## src/design/svpwm_pkg.sv

```systemverilog
// ----------------------------------------------------------------------------
// svpwm_pkg
// shared widths, constants, the sector table and the divider stage word
// ----------------------------------------------------------------------------
package svpwm_pkg;

  localparam int VW = 16;
  localparam int FB = 15;
  localparam int DW = FB + 1;
  localparam int WW = 36;
  localparam int RW = 38;
  localparam int NSTEP = FB + 1;
  localparam int SQRT3_Q16 = 113512;
  localparam int THREE_Q16 = 196608;

  typedef struct packed {
    logic [2:0][RW-1:0] r;
    logic [2:0][DW-1:0] q;
    logic [RW-1:0]      den;
    logic [2:0]         sector;
    logic               ok;
  } div_t;

  function automatic logic [2:0] code_to_sector(input logic [2:0] code);
    logic [2:0] s;
    case (code)
      3'd0: s = 3'd1;
      3'd1: s = 3'd4;
      3'd2: s = 3'd6;
      3'd3: s = 3'd5;
      3'd4: s = 3'd2;
      3'd5: s = 3'd3;
      3'd6: s = 3'd1;
      default: s = 3'd1;
    endcase
    return s;
  endfunction

endpackage

```

## src/design/svpwm_div_stage.sv

```systemverilog
// ----------------------------------------------------------------------------
// svpwm_div_stage
// one restoring division step for the three phase lanes
// ----------------------------------------------------------------------------
module svpwm_div_stage (
  input  logic            clk,
  input  logic            rst,
  input  logic            en,
  input  logic            shift,
  input  logic            in_valid,
  input  svpwm_pkg::div_t in_word,
  output logic            out_valid,
  output svpwm_pkg::div_t out_word
);

  localparam int RW = svpwm_pkg::RW;
  localparam int DW = svpwm_pkg::DW;

  svpwm_pkg::div_t nxt;
  logic [RW-1:0]   t;
  logic            ge;

  always_comb begin
    nxt = in_word;
    for (int i = 0; i < 3; i++) begin
      t  = shift ? (in_word.r[i] << 1) : in_word.r[i];
      ge = (t >= in_word.den);
      nxt.r[i] = ge ? (t - in_word.den) : t;
      nxt.q[i] = {in_word.q[i][DW-2:0], ge};
    end
  end

  always_ff @(posedge clk) begin
    if (rst) begin
      out_valid <= 1'b0;
    end else if (en) begin
      out_valid <= in_valid;
    end
    if (en) begin
      out_word <= nxt;
    end
  end

endmodule

```

## config.mk

```make
export PLATFORM = sky130hd
export DESIGN_NAME = svpwm_div_stage
export DESIGN_NICKNAME = d
export VERILOG_FILES = /design/src/design/svpwm_pkg.sv /design/src/design/svpwm_div_stage.sv
export SDC_FILE = /design/constraint.sdc
export NUM_CORES = 1
export LEC_CHECK = 0
export BUFFER_PORTS_ARGS = -buffer_cell sky130_fd_sc_hd__buf_2
export CORE_UTILIZATION = 36
export CTS_CLUSTER_DIAMETER = 60
export DETAILED_ROUTE_END_ITERATION = 10
export GPL_TIMING_DRIVEN = 1
export SLEW_MARGIN = 20
export SYNTH_ARGS = -nofsm -noshare
export SYNTH_HDL_FRONTEND = slang
export SYNTH_SLANG_ARGS = --single-unit
```

## constraint.sdc

```tcl
create_clock -name clk -period 10.4 [get_ports clk]
set_clock_uncertainty 0.15 [all_clocks]
set_input_delay 0.52 -clock clk [delete_from_list [all_inputs] [get_ports clk]]
set_output_delay 0.52 -clock clk [all_outputs]
set_load 0.01 [all_outputs]
```

**After elaboration in Yosys (flattened, before gate mapping)**

Cells that the tools add are included.

- Bits in registers: 205
- Input bits: 209
- Output and inout bits: 205

- $add $sub $neg: 3
- Magnitude comparators: 3
- Muxes and demuxes: 6

Operators with widths:

| operator | number |
|---|---|
| $mux W38 | 6 |
| $ge A38 B38 Y1 | 3 |
| $sub A38 B38 Y38 | 3 |

**Longest topological paths before layout**

- Depth in word-level cells: 3
- Depth in mapped cells: 17

**Worst setup path before layout**

OpenSTA, ideal clock, no wires.

- Path type: input to register
- Start: in shift
- End: reg out_word[159] (netlist bit) (data pin)
- Arrival: 4117 ps
- Data required time: 9990 ps
- Slack: 5873 ps
- Stages: 16
- Buffers on the path: 6
- Path through: clkbuf_1 -> clkbuf_1 -> clkbuf_1 -> mux2_2 -> ha_1 -> buf_2 -> nand4_4 -> nor4_4 -> nand2b_1 -> or4_1 -> and3_1 -> o21ai_2 -> a31o_4 -> buf_6 -> buf_12 -> mux2_4

RTL lines:

| element | RTL line | source |
|---|---|---|
| start, declared | svpwm_div_stage.sv:9 | `input logic shift,` |
| end signal, assigned | svpwm_div_stage.sv:40 | `out_word <= nxt;` |
| end, declared | svpwm_div_stage.sv:13 | `output svpwm_pkg::div_t out_word` |

==> out/results.env <==
OUTCOME='complete, no violations'
ROUTE.DETAILED.WL_PER_INST_UM=20.2
BUFFER_PORTS.INSERTED=410
CLK_PIN_SLEW_WORST_PATHS_PS=60
IR_DROP_uV=107
MAX_FO_CRITICAL_PATH=65
FLOORPLAN.DIE_AREA_SQ_UM=45000
NETLIST.TOP_CELL.BY_AREA='edfxtp_1'
FINALNETCOUNT=2285
MAX_SLEW.WORST_PIN.SLEW_PS=886
SYNTHESIS.INSTANCES=1496
GP_ROUTABILITY_CONGESTION=0.917
FINAL.PERIOD_UTILIZATION_PCT=51.0
YS.WARNINGS.COUNT=0
SYNTH_TOP_CELLS_BY_AREA='edfxtp_1 (39%), mux2_2 (12%), ha_1 (9.2%)'
P_LEAK_nW=8.59
POST-CTS-SETUP-BUFFER-COUNT=0
GRT_START_MAX_NET_PINS=105
AREA_DELTA_SYNTH_FINAL_PCT=27.2
DIE_H_UM=212
GRT_PASS1_VIAS=13600
INITIALDRTVIOLATIONCOUNT=893
ANTENNA_VIOLATING_NETS_POST_ROUTE=0
GLOBAL_ROUTE_WIRE_LENGTH_BEFORE_REPAIR_UM=76700
POST_ROUTE_CELLS_DRIVE_ABOVE_1_SHARE_PCT=35.3
MIN-DELAY-PATH-CLASS='in -> reg'
YOSYS_MOST_USED_DFF='edfxtp_1'
CP.ARRIVAL_PS=5490
WORST_PATH_MAX_DELAY_CELL='buf_4'
SEQ_AREA_FRAC_SYNTH_PCT=38.6
POST_SYNTH_NUM_CELL_TYPES=82
DETAIL_ROUTE.FIRST_PASS.ITERATIONS=8
CLK_PATH_BUF_DEPTH=3
HOLD_VIOL_FINAL=0
FINALCRITICALPERIOD_PS=5310
CTS_ROOT_BUF='clkbuf_16'
SYNTH_MOST_COMMON_CELL='edfxtp_1'
OVERFLOW=0
CLOCK-SINKS=205
DRT_WL_TOTAL_UM=51900
SYNTHESIS.NETS=1825
HTREE_LEVELS=1
MAXSLEWVIOLCOUNT=0
SYNTH-ASYNC-RESET-RATIO_PCT=0
SYNTH_AREA_SQ_UM=15900
REPORT.POWER.TOTAL_mW=3.20
SLEW-LIMIT-HEADROOM_PCT=40.9
SETUP_TNS_PS=0
SYNTH_TOP_CELL_AREA_SHARE_PCT=38.5
CTS_TREE='done'
YOSYS_REGISTER_BITS=205
SETUP.WORST_PATH.START_CLASS='input pin'
DRC_ERRORS=0
DIE_WIDTH_UM=212
CP_CELL_SEQUENCE='buf_4, buf_4, mux2_2, ha_1, nand4_1, nor4_4, nand2b_1, or4_1, and3_1, o21ai_2, a31o_4, mux2_2'
POWER_DENSITY_nW_PER_UM2=158
DRV.MAX_CAP_VIOLATION_COUNT=0
PLACEABLECOREAREA_SQ_UM=43400
MAX_STAGE_DELAY_PS=760
FINALSETUPVIOLCOUNT=0
ANTENNA_VIOLATIONS_BEFORE_REPAIR=6
TIMING.CRITICAL_PATH.REQUIRED_PS=10580
SYNTH_ENABLE_FLOP_CELLS=204
CRITICAL_PATH_TYPE='in -> reg'
VIA_COUNT=13700
EFFECTIVE_UTILIZATION_AT_FLOORPLAN_PCT=36.7
CTS_BUFFERS=30
SYNTHESIS.AREA_PER_INSTANCE_SQ_UM=10.6
ROUTED_VIA_DENSITY=5.34
MAX_CLOCK_FREQ_MHz=188
WORST_SKEW_PAIR.LATE_LATENCY_PS=570
NUM_ROWS=76
TRACK_USAGE_PCT=22.2
SYNTH.TOP_CELLS.BY_COUNT='edfxtp_1 (204), mux2_2 (172), a21oi_1 (135)'
HPWLAFTERDP_UM=40400
RSZ0062_AT_GRT='false'
IOPINCOUNT=414
FILL_CELLS=4096
SETUP.WORST_PATH.END_CLASS='flip-flop'
sequential cells by signal, summed over array words and instances, names as in the netlist:
register,flops
out_word,204
out_valid,1
logic make-up after synthesis:
group,share of synthesized area (%)
DFF,38.6
AOI/OAI and AO/OA,16.4
adders and majority gates,9.58
and+or+nand+nor,10.1
xor gates and xnor gates,5.17
muxes,16.2
buffers and inverters,3.82
path summary, 6_finish.rpt:
check / from / endpoint / slack, ps / cells past startpoint
max: shift / out_word[147]$_DFFE_PP_ / 5090 / 12
min: in_word[31] / out_word[31]$_DFFE_PP_ / 20 / 1
max reg2reg: out_valid$_SDFFE_PP0P_ / out_valid$_SDFFE_PP0P_ / 9650 / 2
min reg2reg: out_valid$_SDFFE_PP0P_ / out_valid$_SDFFE_PP0P_ / 370 / 2
area by class of cell:
| cell class | instances | area, sq um | area share (%) |
|---|---|---|---|
| Antenna cell | 2 | 5.00 | 0.0247 |
| Clock buffer | 31 | 754 | 3.73 |
| Clock inverter | 25 | 292 | 1.44 |
| Inverter | 70 | 268 | 1.32 |
| Multi-Input combinational cell | 1156 | 9160 | 45.2 |
| Sequential cell | 205 | 6150 | 30.4 |
| Tap cell | 585 | 732 | 3.62 |
| Timing Repair Buffer | 493 | 2880 | 14.3 |
critical path: cells and delay by family:
family / cells / cell delay, ps
and+or+nand+nor: 5 / 1580
buffers and inverters: 2 / 1240
muxes: 2 / 870
AOI/OAI and AO/OA: 2 / 700
adders and majority gates: 1 / 450
layout by cell type (no fill, tap or decap), types with 7 or more instances in the layout:
cell,n
a21o_1,45
nand2b_1,15
ha_1,117
o21ai_0,78
and3_1,12
edfxtp_1,204
nor2_1,77
clkinv_8,7
o211ai_1,14
a31oi_1,10
nand3_1,27
nand4_1,29
a21oi_1,135
or3_1,7
o21bai_1,27
xor2_1,35
clkbuf_16,30
a211oi_1,21
inv_1,68
nor3_1,22
o21a_1,13
buf_2,408
nor2b_1,9
dlygate4sd3_1,79
nand2_1,81
mux2_4,32
mux2_2,172
mux2i_1,10
xnor2_1,59
metal layers:
metal	GRT usage, %	vias to the layer above	part of all wire [%]
met5	0	-	0.17
met4	6.75	12	2.7
met3	4.09	87	6.5
met2	38.2	472	48
met1	28.1	6508	43
li1	-	6622	-
what timing repair did:
item,CTS,global route
endpoints found under the hold margin,79,0
resized for setup,0,0
endpoints found under the setup margin,0,0
hold buffers,79,0
metrics by stage:
step / cell area, sq um / setup WS, ps / util, % / cells / hold WS (ps)
2_1_floorplan: 15900 / 5870 / - / 1496 / 378
3_3_place_gp: 18400 / 4480 / 42.4 / 2430 / 323
3_5_place_dp: 18400 / 4430 / 42.4 / 2430 / 364
4_1_cts: 20200 / 5030 / 46.7 / 2565 / 1.98
5_1_grt: 20200 / 4820 / 46.7 / 2565 / 0.964
6_report: 20200 / 5090 / 46.7 / 2567 / 19.0
power by group:
group          switching [mW]  internal, mW
clock network           0.442         0.600
registers              0.0342          1.05
logic                   0.594         0.484
total                    1.07          2.13
Note: power is estimated with default switching activity, not from simulation.
